--- src/hw/rtl/sisc_pkg.sv ---
// Shared types and constants for the sorted id set compare block.
`default_nettype none

package sisc_pkg;

  // Fraction bits of the Jaccard threshold.
  localparam int unsigned FracW = 16;

  // Configuration register indexes (byte address bit 2).
  localparam logic RegOverlapMin = 1'b0;
  localparam logic RegJaccardMin = 1'b1;

  typedef enum logic [2:0] {
    StIdle,
    StWalkRd,
    StWalkCmp,
    StMul,
    StReport
  } sisc_state_e;

  // Commands from the controller to the datapath.
  typedef struct packed {
    logic load;       // accept one input word
    logic walk_step;  // compare the two read entries and advance
    logic mul;        // register the threshold product
    logic finish;     // present the result and clear for the next pair
  } sisc_cmd_t;

  // Status from the datapath to the controller.
  typedef struct packed {
    logic walk_end;   // one of the two lists is exhausted
  } sisc_status_t;

endpackage

`default_nettype wire

--- src/hw/rtl/sisc_ram.sv ---
// Generic single write, single read RAM with registered read data.
`default_nettype none

module sisc_ram #(
  parameter int unsigned WIDTH = 32,
  parameter int unsigned DEPTH = 16,
  localparam int unsigned ADDR_W = (DEPTH > 1) ? $clog2(DEPTH) : 1
) (
  input  wire logic                  clk_i,
  input  wire logic                  we_i,
  input  wire logic [ADDR_W-1:0]     waddr_i,
  input  wire logic [WIDTH-1:0]      wdata_i,
  input  wire logic [ADDR_W-1:0]     raddr_i,
  output logic      [WIDTH-1:0]      rdata_o
);

  logic [WIDTH-1:0] mem_q [DEPTH];
  logic [WIDTH-1:0] rdata_q;

  always_ff @(posedge clk_i) begin
    if (we_i) begin
      mem_q[waddr_i] <= wdata_i;
    end
    rdata_q <= mem_q[raddr_i];
  end

  assign rdata_o = rdata_q;

endmodule

`default_nettype wire

--- src/hw/rtl/sisc_ctrl.sv ---
// Controller state machine: loading, merge walk, threshold product, report.
`default_nettype none

module sisc_ctrl
  import sisc_pkg::*;
(
  input  wire logic         clk_i,
  input  wire logic         rst_ni,
  input  wire logic         start_i,
  input  wire logic         pair_done_i,
  input  sisc_status_t      status_i,
  output sisc_cmd_t         cmd_o,
  output logic              busy_o
);

  sisc_state_e state_q, state_d;

  always_ff @(posedge clk_i or negedge rst_ni) begin
    if (!rst_ni) begin
      state_q <= StIdle;
    end else begin
      state_q <= state_d;
    end
  end

  always_comb begin
    state_d = state_q;
    cmd_o   = '0;
    busy_o  = 1'b1;
    case (state_q)
      StIdle: begin
        busy_o = 1'b0;
        if (start_i) begin
          cmd_o.load = 1'b1;
          if (pair_done_i) begin
            state_d = StWalkRd;
          end
        end
      end
      StWalkRd: begin
        // The RAMs capture the entries at the current indexes this cycle.
        if (status_i.walk_end) begin
          state_d = StMul;
        end else begin
          state_d = StWalkCmp;
        end
      end
      StWalkCmp: begin
        cmd_o.walk_step = 1'b1;
        state_d         = StWalkRd;
      end
      StMul: begin
        cmd_o.mul = 1'b1;
        state_d   = StReport;
      end
      StReport: begin
        cmd_o.finish = 1'b1;
        state_d      = StIdle;
      end
      default: begin
        state_d = StIdle;
      end
    endcase
  end

endmodule

`default_nettype wire

--- src/hw/rtl/sisc_datapath.sv ---
// Datapath: list stores, counts, merge walk indexes and result logic.
`default_nettype none

module sisc_datapath
  import sisc_pkg::*;
#(
  parameter int unsigned LIST_CAPACITY = 16
) (
  input  wire logic         clk_i,
  input  wire logic         rst_ni,
  input  sisc_cmd_t         cmd_i,
  output sisc_status_t      status_o,
  input  wire logic         list_side_i,
  input  wire logic [31:0]  value_id_i,
  input  wire logic         has_value_i,
  input  wire logic [4:0]   overlap_min_i,
  input  wire logic [16:0]  jaccard_min_i,
  output logic [4:0]        shared_count_o,
  output logic [4:0]        first_size_o,
  output logic [4:0]        second_size_o,
  output logic              same_set_o,
  output logic              overlap_fires_o,
  output logic              jaccard_fires_o,
  output logic              capacity_exceeded_o
);

  localparam int unsigned CNT_W  = $clog2(LIST_CAPACITY + 1);
  localparam int unsigned IDX_W  = (LIST_CAPACITY > 1) ? $clog2(LIST_CAPACITY) : 1;
  localparam int unsigned UNI_W  = CNT_W + 1;
  localparam int unsigned PROD_W = 17 + UNI_W;
  localparam int unsigned CMP_W  = (CNT_W > 5) ? CNT_W : 5;
  localparam logic [CNT_W-1:0] CapC = CNT_W'(LIST_CAPACITY);

  logic [CNT_W-1:0]  first_cnt_q, second_cnt_q;
  logic [CNT_W-1:0]  idx_a_q, idx_b_q;
  logic [CNT_W-1:0]  shared_q;
  logic              overflow_q;
  logic [PROD_W-1:0] prod_q;

  logic              we_a, we_b;
  logic [31:0]       rd_a, rd_b;
  logic [UNI_W-1:0]  union_w;
  logic [PROD_W-1:0] lhs_w;

  assign we_a = cmd_i.load && has_value_i && !list_side_i && (first_cnt_q < CapC);
  assign we_b = cmd_i.load && has_value_i && list_side_i && (second_cnt_q < CapC);

  sisc_ram #(.WIDTH(32), .DEPTH(LIST_CAPACITY)) u_ram_a (
    .clk_i   (clk_i),
    .we_i    (we_a),
    .waddr_i (first_cnt_q[IDX_W-1:0]),
    .wdata_i (value_id_i),
    .raddr_i (idx_a_q[IDX_W-1:0]),
    .rdata_o (rd_a)
  );

  sisc_ram #(.WIDTH(32), .DEPTH(LIST_CAPACITY)) u_ram_b (
    .clk_i   (clk_i),
    .we_i    (we_b),
    .waddr_i (second_cnt_q[IDX_W-1:0]),
    .wdata_i (value_id_i),
    .raddr_i (idx_b_q[IDX_W-1:0]),
    .rdata_o (rd_b)
  );

  assign status_o.walk_end = (idx_a_q >= first_cnt_q) || (idx_b_q >= second_cnt_q);

  always_ff @(posedge clk_i or negedge rst_ni) begin
    if (!rst_ni) begin
      first_cnt_q  <= '0;
      second_cnt_q <= '0;
      overflow_q   <= 1'b0;
      idx_a_q      <= '0;
      idx_b_q      <= '0;
      shared_q     <= '0;
    end else begin
      if (cmd_i.load && has_value_i) begin
        if (we_a) begin
          first_cnt_q <= first_cnt_q + CNT_W'(1);
        end else if (we_b) begin
          second_cnt_q <= second_cnt_q + CNT_W'(1);
        end else begin
          overflow_q <= 1'b1;
        end
      end
      if (cmd_i.walk_step) begin
        if (rd_a == rd_b) begin
          shared_q <= shared_q + CNT_W'(1);
          idx_a_q  <= idx_a_q + CNT_W'(1);
          idx_b_q  <= idx_b_q + CNT_W'(1);
        end else if (rd_a < rd_b) begin
          idx_a_q <= idx_a_q + CNT_W'(1);
        end else begin
          idx_b_q <= idx_b_q + CNT_W'(1);
        end
      end
      if (cmd_i.finish) begin
        first_cnt_q  <= '0;
        second_cnt_q <= '0;
        overflow_q   <= 1'b0;
        idx_a_q      <= '0;
        idx_b_q      <= '0;
        shared_q     <= '0;
      end
    end
  end

  assign union_w = UNI_W'(first_cnt_q) + UNI_W'(second_cnt_q) - UNI_W'(shared_q);

  always_ff @(posedge clk_i) begin
    if (cmd_i.mul) begin
      prod_q <= PROD_W'(jaccard_min_i) * PROD_W'(union_w);
    end
  end

  assign lhs_w = PROD_W'({shared_q, {FracW{1'b0}}});

  logic [CNT_W+4:0] shared_ext, first_ext, second_ext;
  assign shared_ext = {5'b0, shared_q};
  assign first_ext  = {5'b0, first_cnt_q};
  assign second_ext = {5'b0, second_cnt_q};

  assign shared_count_o      = shared_ext[4:0];
  assign first_size_o        = first_ext[4:0];
  assign second_size_o       = second_ext[4:0];
  // The walk makes only matching steps exactly when the lists agree entry by entry.
  assign same_set_o          = (first_cnt_q == second_cnt_q) && (shared_q == first_cnt_q);
  assign overlap_fires_o     = CMP_W'(shared_q) >= CMP_W'(overlap_min_i);
  assign jaccard_fires_o     = (union_w != '0) && (lhs_w >= prod_q);
  assign capacity_exceeded_o = overflow_q;

endmodule

`default_nettype wire

--- src/hw/rtl/sorted_id_set_compare.sv ---
// Top level of the sorted id set compare block.
//
// The block collects two lists of 32-bit ids, one input word per start pulse,
// each word tagged with its list, and on the word marked pair_done compares
// the two stored lists. A word is taken at a rising edge where start is high
// and busy is low. A word without pair_done is stored at that edge and busy
// stays low, ready for the next word. A pair_done word starts a merge walk
// over the two list stores; each walk step is a read state and a compare
// state because the list RAMs have a registered read port, and the walk makes
// at most first size plus second size steps. After the pair_done word busy
// stays high through the walk, one final exhaustion check, the Jaccard
// threshold product state and the report state. The result appears on the
// result ports for exactly one cycle, marked by done_o, and the
// receiver cannot stall it; it must take the word in that cycle. After the
// report both lists and the capacity flag are empty for the next pair. Ids
// beyond LIST_CAPACITY per list are dropped and reported through
// capacity_exceeded_o. The thresholds sit in two APB registers: the overlap
// minimum at byte address 0 and the Q16 Jaccard minimum at byte address 4;
// they should be written only while the block is idle.
`default_nettype none

module sorted_id_set_compare
  import sisc_pkg::*;
#(
  parameter int unsigned LIST_CAPACITY = 16
) (
  input  wire logic         clk_i,
  input  wire logic         rst_ni,
  // Configuration port.
  input  wire logic         psel,
  input  wire logic         penable,
  input  wire logic         pwrite,
  input  wire logic [2:0]   paddr,
  input  wire logic [31:0]  pwdata,
  output logic      [31:0]  prdata,
  output logic              pready,
  // Input words.
  input  wire logic         start,
  output logic              busy,
  input  wire logic         list_side_i,
  input  wire logic [31:0]  value_id_i,
  input  wire logic         has_value_i,
  input  wire logic         pair_done_i,
  // Result words.
  output logic              done_o,
  output logic [4:0]        shared_count_o,
  output logic [4:0]        first_size_o,
  output logic [4:0]        second_size_o,
  output logic              same_set_o,
  output logic              overlap_fires_o,
  output logic              jaccard_fires_o,
  output logic              capacity_exceeded_o
);

  logic [4:0]   overlap_min_q;
  logic [16:0]  jaccard_min_q;
  logic         cfg_write;

  sisc_cmd_t    cmd;
  sisc_status_t status;

  // The port never inserts wait states.
  assign pready    = 1'b1;
  assign cfg_write = psel && penable && pwrite && pready;

  always_ff @(posedge clk_i or negedge rst_ni) begin
    if (!rst_ni) begin
      overlap_min_q <= 5'd1;
      jaccard_min_q <= 17'd32768;
    end else if (cfg_write) begin
      if (paddr[2] == RegOverlapMin) begin
        overlap_min_q <= pwdata[4:0];
      end else begin
        jaccard_min_q <= pwdata[16:0];
      end
    end
  end

  always_comb begin
    if (paddr[2] == RegJaccardMin) begin
      prdata = {15'b0, jaccard_min_q};
    end else begin
      prdata = {27'b0, overlap_min_q};
    end
  end

  sisc_ctrl u_ctrl (
    .clk_i       (clk_i),
    .rst_ni      (rst_ni),
    .start_i     (start),
    .pair_done_i (pair_done_i),
    .status_i    (status),
    .cmd_o       (cmd),
    .busy_o      (busy)
  );

  sisc_datapath #(.LIST_CAPACITY(LIST_CAPACITY)) u_datapath (
    .clk_i               (clk_i),
    .rst_ni              (rst_ni),
    .cmd_i               (cmd),
    .status_o            (status),
    .list_side_i         (list_side_i),
    .value_id_i          (value_id_i),
    .has_value_i         (has_value_i),
    .overlap_min_i       (overlap_min_q),
    .jaccard_min_i       (jaccard_min_q),
    .shared_count_o      (shared_count_o),
    .first_size_o        (first_size_o),
    .second_size_o       (second_size_o),
    .same_set_o          (same_set_o),
    .overlap_fires_o     (overlap_fires_o),
    .jaccard_fires_o     (jaccard_fires_o),
    .capacity_exceeded_o (capacity_exceeded_o)
  );

  // The report cycle is the only cycle with a valid result.
  assign done_o = cmd.finish;

endmodule

`default_nettype wire
--- config.mk ---
export PLATFORM = sky130hd
export DESIGN_NAME = sorted_id_set_compare
export DESIGN_NICKNAME = d
export VERILOG_FILES = /design/src/hw/rtl/sisc_pkg.sv /design/src/hw/rtl/sisc_ram.sv /design/src/hw/rtl/sisc_ctrl.sv /design/src/hw/rtl/sisc_datapath.sv /design/src/hw/rtl/sorted_id_set_compare.sv
export SDC_FILE = /design/constraint.sdc
export NUM_CORES = 1
export LEC_CHECK = 0
export BUFFER_PORTS_ARGS = -buffer_cell sky130_fd_sc_hd__buf_2
export CORE_ASPECT_RATIO = 2
export CORE_MARGIN = 5
export CORE_UTILIZATION = 62
export CTS_CLUSTER_SIZE = 25
export DETAILED_ROUTE_END_ITERATION = 16
export GPL_TIMING_DRIVEN = 1
export PLACE_DENSITY = 0.79
export SYNTH_ARGS = -nofsm -noshare
export SYNTH_HDL_FRONTEND = slang
export SYNTH_SLANG_ARGS = --single-unit
--- constraint.sdc ---
create_clock -name clk_i -period 6.6 [get_ports clk_i]
set_input_delay 0.66 -clock clk_i [delete_from_list [all_inputs] [get_ports clk_i]]
set_output_delay 0.66 -clock clk_i [all_outputs]
set_load 0.02 [all_outputs]
==> flow_summary.ini <==
[timing]
worst_slack_ns = 0.3639
fin_skew_ns = 0.03118
worst_slew_pin_slew_ns = 1.266
period_minus_slack_ns = 6.236
slew_violations = 0
max_freq_ghz = 0.1604
setup_viol = 0
finalCritPeriodShare_pct = 94.49
finalHoldViolations = 0
slew_headroom_pct = 15.16

[clock_network]
cts.sinks = 1162
clkLatencyLatePin_ns = 0.68
ctsRootBufferMaster = clkbuf_16
htreeDepth = 3
clockBufferDepth = 3
cts_tree = done
cts_made_buffers = 94
cts_setup_buffers = 0
path_clk_slew_ns = 0.07

[synth]
synth_fa_ha_area_share_pct = 5.393
yosysUniqueCellTypes = 61
ys_seq_area_share_pct = 71.28
synth_top_family_by_area = multiplexers
ys_seq_elements = 1162
syn_avg_cell_area_um2 = 20.01
synth_warnings = 0
synthArstFlopShare_pct = 4.389
syn-cell-area_mm2 = 0.04770
synthXorXnorAreaFrac_pct = 0.5692
synthFlopType = edfxtp_1
synth-edff-count = 1047
synth_compound_area_share_pct = 1.550
syn-instance-count = 2384
yosys.area_share.simple_pct = 3.260
yosys-mux-area-fraction_pct = 15.71

[critical_path]
required_ns = 7.02
critPathMaxStageDelay_ns = 0.52
path_class = flop to flop
crit_path_end_kind = flop
critical_path_arrival_ns = 6.66
path_max_fanout = 18
setup.worst_path.start_class = flop
crit_path_top_delay_cell = fa_1
cp_common_cell = fa_1

[run]
maxCapViolations = 0

[routing]
wl_met3_mm = 9.470
vias = 24040
viasPerCell = 6.571
drtIter0Drc = 2891
finalWirelength_mm = 116.1
dr.pass1.iters = 5
drcViolationCount = 0
met2_length_mm = 62.79
met1_length_mm = 37.12
ant_nets = 0
highest_layer = met5
routedWlPerCell_um = 31.74

[floorplanning]
num_rows = 144
start_util_pct = 62.15
io_pins = 130
die_w_um = 206.1
die_area_mm2 = 0.08292
fp.dieH_um = 402.3
coreArea_mm2 = 0.07675

[cells_and_area]
nets = 2796
final_area_mm2 = 0.05305
layout-drive-gt1-share_pct = 26.66
nFillCells = 4604
area_growth_pct = 11.21

[outcome]
outcome = completed

[grt]
grt_max_degree = 96
grt_pass1_vias = 25620
antenna_found_initial = 6
grt_pass1_wl_mm = 169.0
overflow = 0
grt_use_total_pct = 28.60

[placement]
dp_hpwl_mm = 63.21
portBuffers = 96
finalWeightedCongestion = 0.8596
post-place-ws_ns = 0.1719
placed_area_mm2 = 0.04978

[min_path]
hold_class = input port to flop
-- registers in the layout, indices dropped and copies added (netlist names), 3 cells and up --
name                        flops
u_datapath.idx_a_q              5
u_datapath.shared_count_o       5
u_datapath.first_size_o         5
u_datapath.second_size_o        5
u_datapath.u_ram_a.mem_q      512
u_datapath.u_ram_a.rdata_o     32
jaccard_min_q                  17
u_datapath.u_ram_b.mem_q      512
u_datapath.idx_b_q              5
u_datapath.prod_q              23
overlap_min_q                   5
u_ctrl.state_q                  3
u_datapath.u_ram_b.rdata_o     32
-- routing by layer --
metal | track usage [%] | vias up
li1 | - | 9736
met5 | 0 | -
met3 | 5.498 | 337
met4 | 13.84 | 2
met2 | 50.66 | 1413
met1 | 33.32 | 12560
-- worst paths after layout --
path / start / to / slack [ns] / depth (start not counted)
max: u_datapath.second_size_o[1] / u_datapath.prod_q[21] / 0.36 / 26
min: pwdata[6] / jaccard_min_q[6] / 0.21 / 2
max reg2reg: u_datapath.second_size_o[1] / u_datapath.prod_q[21] / 0.36 / 26
min reg2reg: u_datapath.capacity_exceeded_o / u_datapath.capacity_exceeded_o / 0.51 / 2
max in group asynchronous: rst_ni / u_datapath.idx_a_q[0] / 5.33 / 3
min in group asynchronous: rst_ni / jaccard_min_q[8] / 0.38 / 2
-- cell usage after synthesis, types with 2 or more instances --
| library cell | n | area [µm²] |
|---|---|---|
| edfxtp_1 | 1047 | 31440 |
| mux4_2 | 320 | 7207 |
| inv_1 | 150 | 563.0 |
| ha_1 | 100 | 1251 |
| and2_1 | 78 | 488.0 |
| nand2_1 | 76 | 285.3 |
| fa_1 | 66 | 1321 |
| dfxtp_1 | 64 | 1281 |
| clkbuf_1 | 61 | 229.0 |
| dfrtp_1 | 49 | 1226 |
| nor2_1 | 46 | 172.7 |
| a21oi_1 | 38 | 190.2 |
| nor3_1 | 25 | 125.1 |
| xnor2_1 | 24 | 210.2 |
| mux2_2 | 23 | 259.0 |
| o21ai_0 | 23 | 115.1 |
| nand3_1 | 22 | 110.1 |
| a21o_1 | 16 | 120.1 |
| buf_2 | 16 | 80.08 |
| buf_4 | 16 | 120.1 |
| buf_1 | 15 | 56.30 |
| nand4_1 | 12 | 75.07 |
| nor4_1 | 11 | 68.82 |
| o211ai_1 | 7 | 52.55 |
| xor2_1 | 7 | 61.31 |
| nand2b_1 | 6 | 37.54 |
| or3_1 | 6 | 37.54 |
| nor2b_1 | 5 | 31.28 |
| o21a_1 | 5 | 37.54 |
| a31o_2 | 3 | 26.28 |
| and3_1 | 3 | 18.77 |
| and4_1 | 3 | 26.28 |
| mux2i_1 | 3 | 30.03 |
| o31ai_1 | 3 | 22.52 |
| or4_1 | 3 | 22.52 |
| clkinv_1 | 2 | 7.510 |
| conb_1 | 2 | 7.510 |
| dfstp_2 | 2 | 52.55 |
| o211a_1 | 2 | 20.02 |
| o21bai_1 | 2 | 15.01 |
| o41ai_1 | 2 | 17.52 |
-- timing repair --
item,CTS,global route
resized for setup,0,7
setup endpoints to repair,0,5
endpoints found under the hold margin,7,0
hold buffers,1,0
-- layout by cell type, fill, tap and decap left out, drive strengths merged, types with 49 or more instances in the layout --
cell / Yosys / routed
edfxtp: 1047 / 1047
inv: 151 / 158
ha: 100 / 100
clkbuf: 61 / 122
fa: 66 / 66
buf: 47 / 167
dfxtp: 64 / 64
mux4: 320 / 320
nand2: 76 / 76
and2: 78 / 78
dfrtp: 49 / 49
-- cells by family (layout without fill, tap and decap cells) --
family          Yosys count  after routing
flops                  1162           1162
mux                     346            346
simple gates            302            302
buf+inv                 261            496
fa+ha+maj               166            166
compound gates          114            114
xor+xnor                 31             31
other cells               2             20
-- through the flow --
stage | util, % | TNS [ns] | hold slack, ns | std cells
after floorplan | - | 0 | 0.3644 | 2398
after global placement | 64.85 | 0 | 0.4759 | 3479
after detailed placement | 64.85 | 0 | 0.4865 | 3479
after CTS | 69.07 | 0 | 0.1583 | 3655
after global routing | 69.11 | -0.001278 | 0.1928 | 3657
final | 69.12 | 0 | 0.2144 | 3659
-- critical path: cells and delay by family, from the launching register on --
kind / cells / cell delay, ns
adders and majority gates: 6 / 2.51
DFF: 1 / 0.38
xor gates and xnor gates: 2 / 0.25
and+or+nand+nor: 2 / 0.21
buffers and inverters: 6 / 0.92
AOI/OAI and AO/OA: 10 / 1.73
-- layout make-up --
class / instances / area, µm² / share of cell area [%]
inverter: 153 / 574.3 / 1.083
multi-input combinational: 975 / 12890 / 24.29
sequential: 1162 / 34020 / 64.13
antenna: 4 / 10.01 / 0.01887
tap: 1022 / 1279 / 2.410
clock inverter: 53 / 709.4 / 1.337
clock buffer: 122 / 2519 / 4.748
timing repair buffer: 168 / 1052 / 1.984
Power is not shown: default switching activity piles up to over one toggle a cycle in this logic, so the estimate is an artifact.
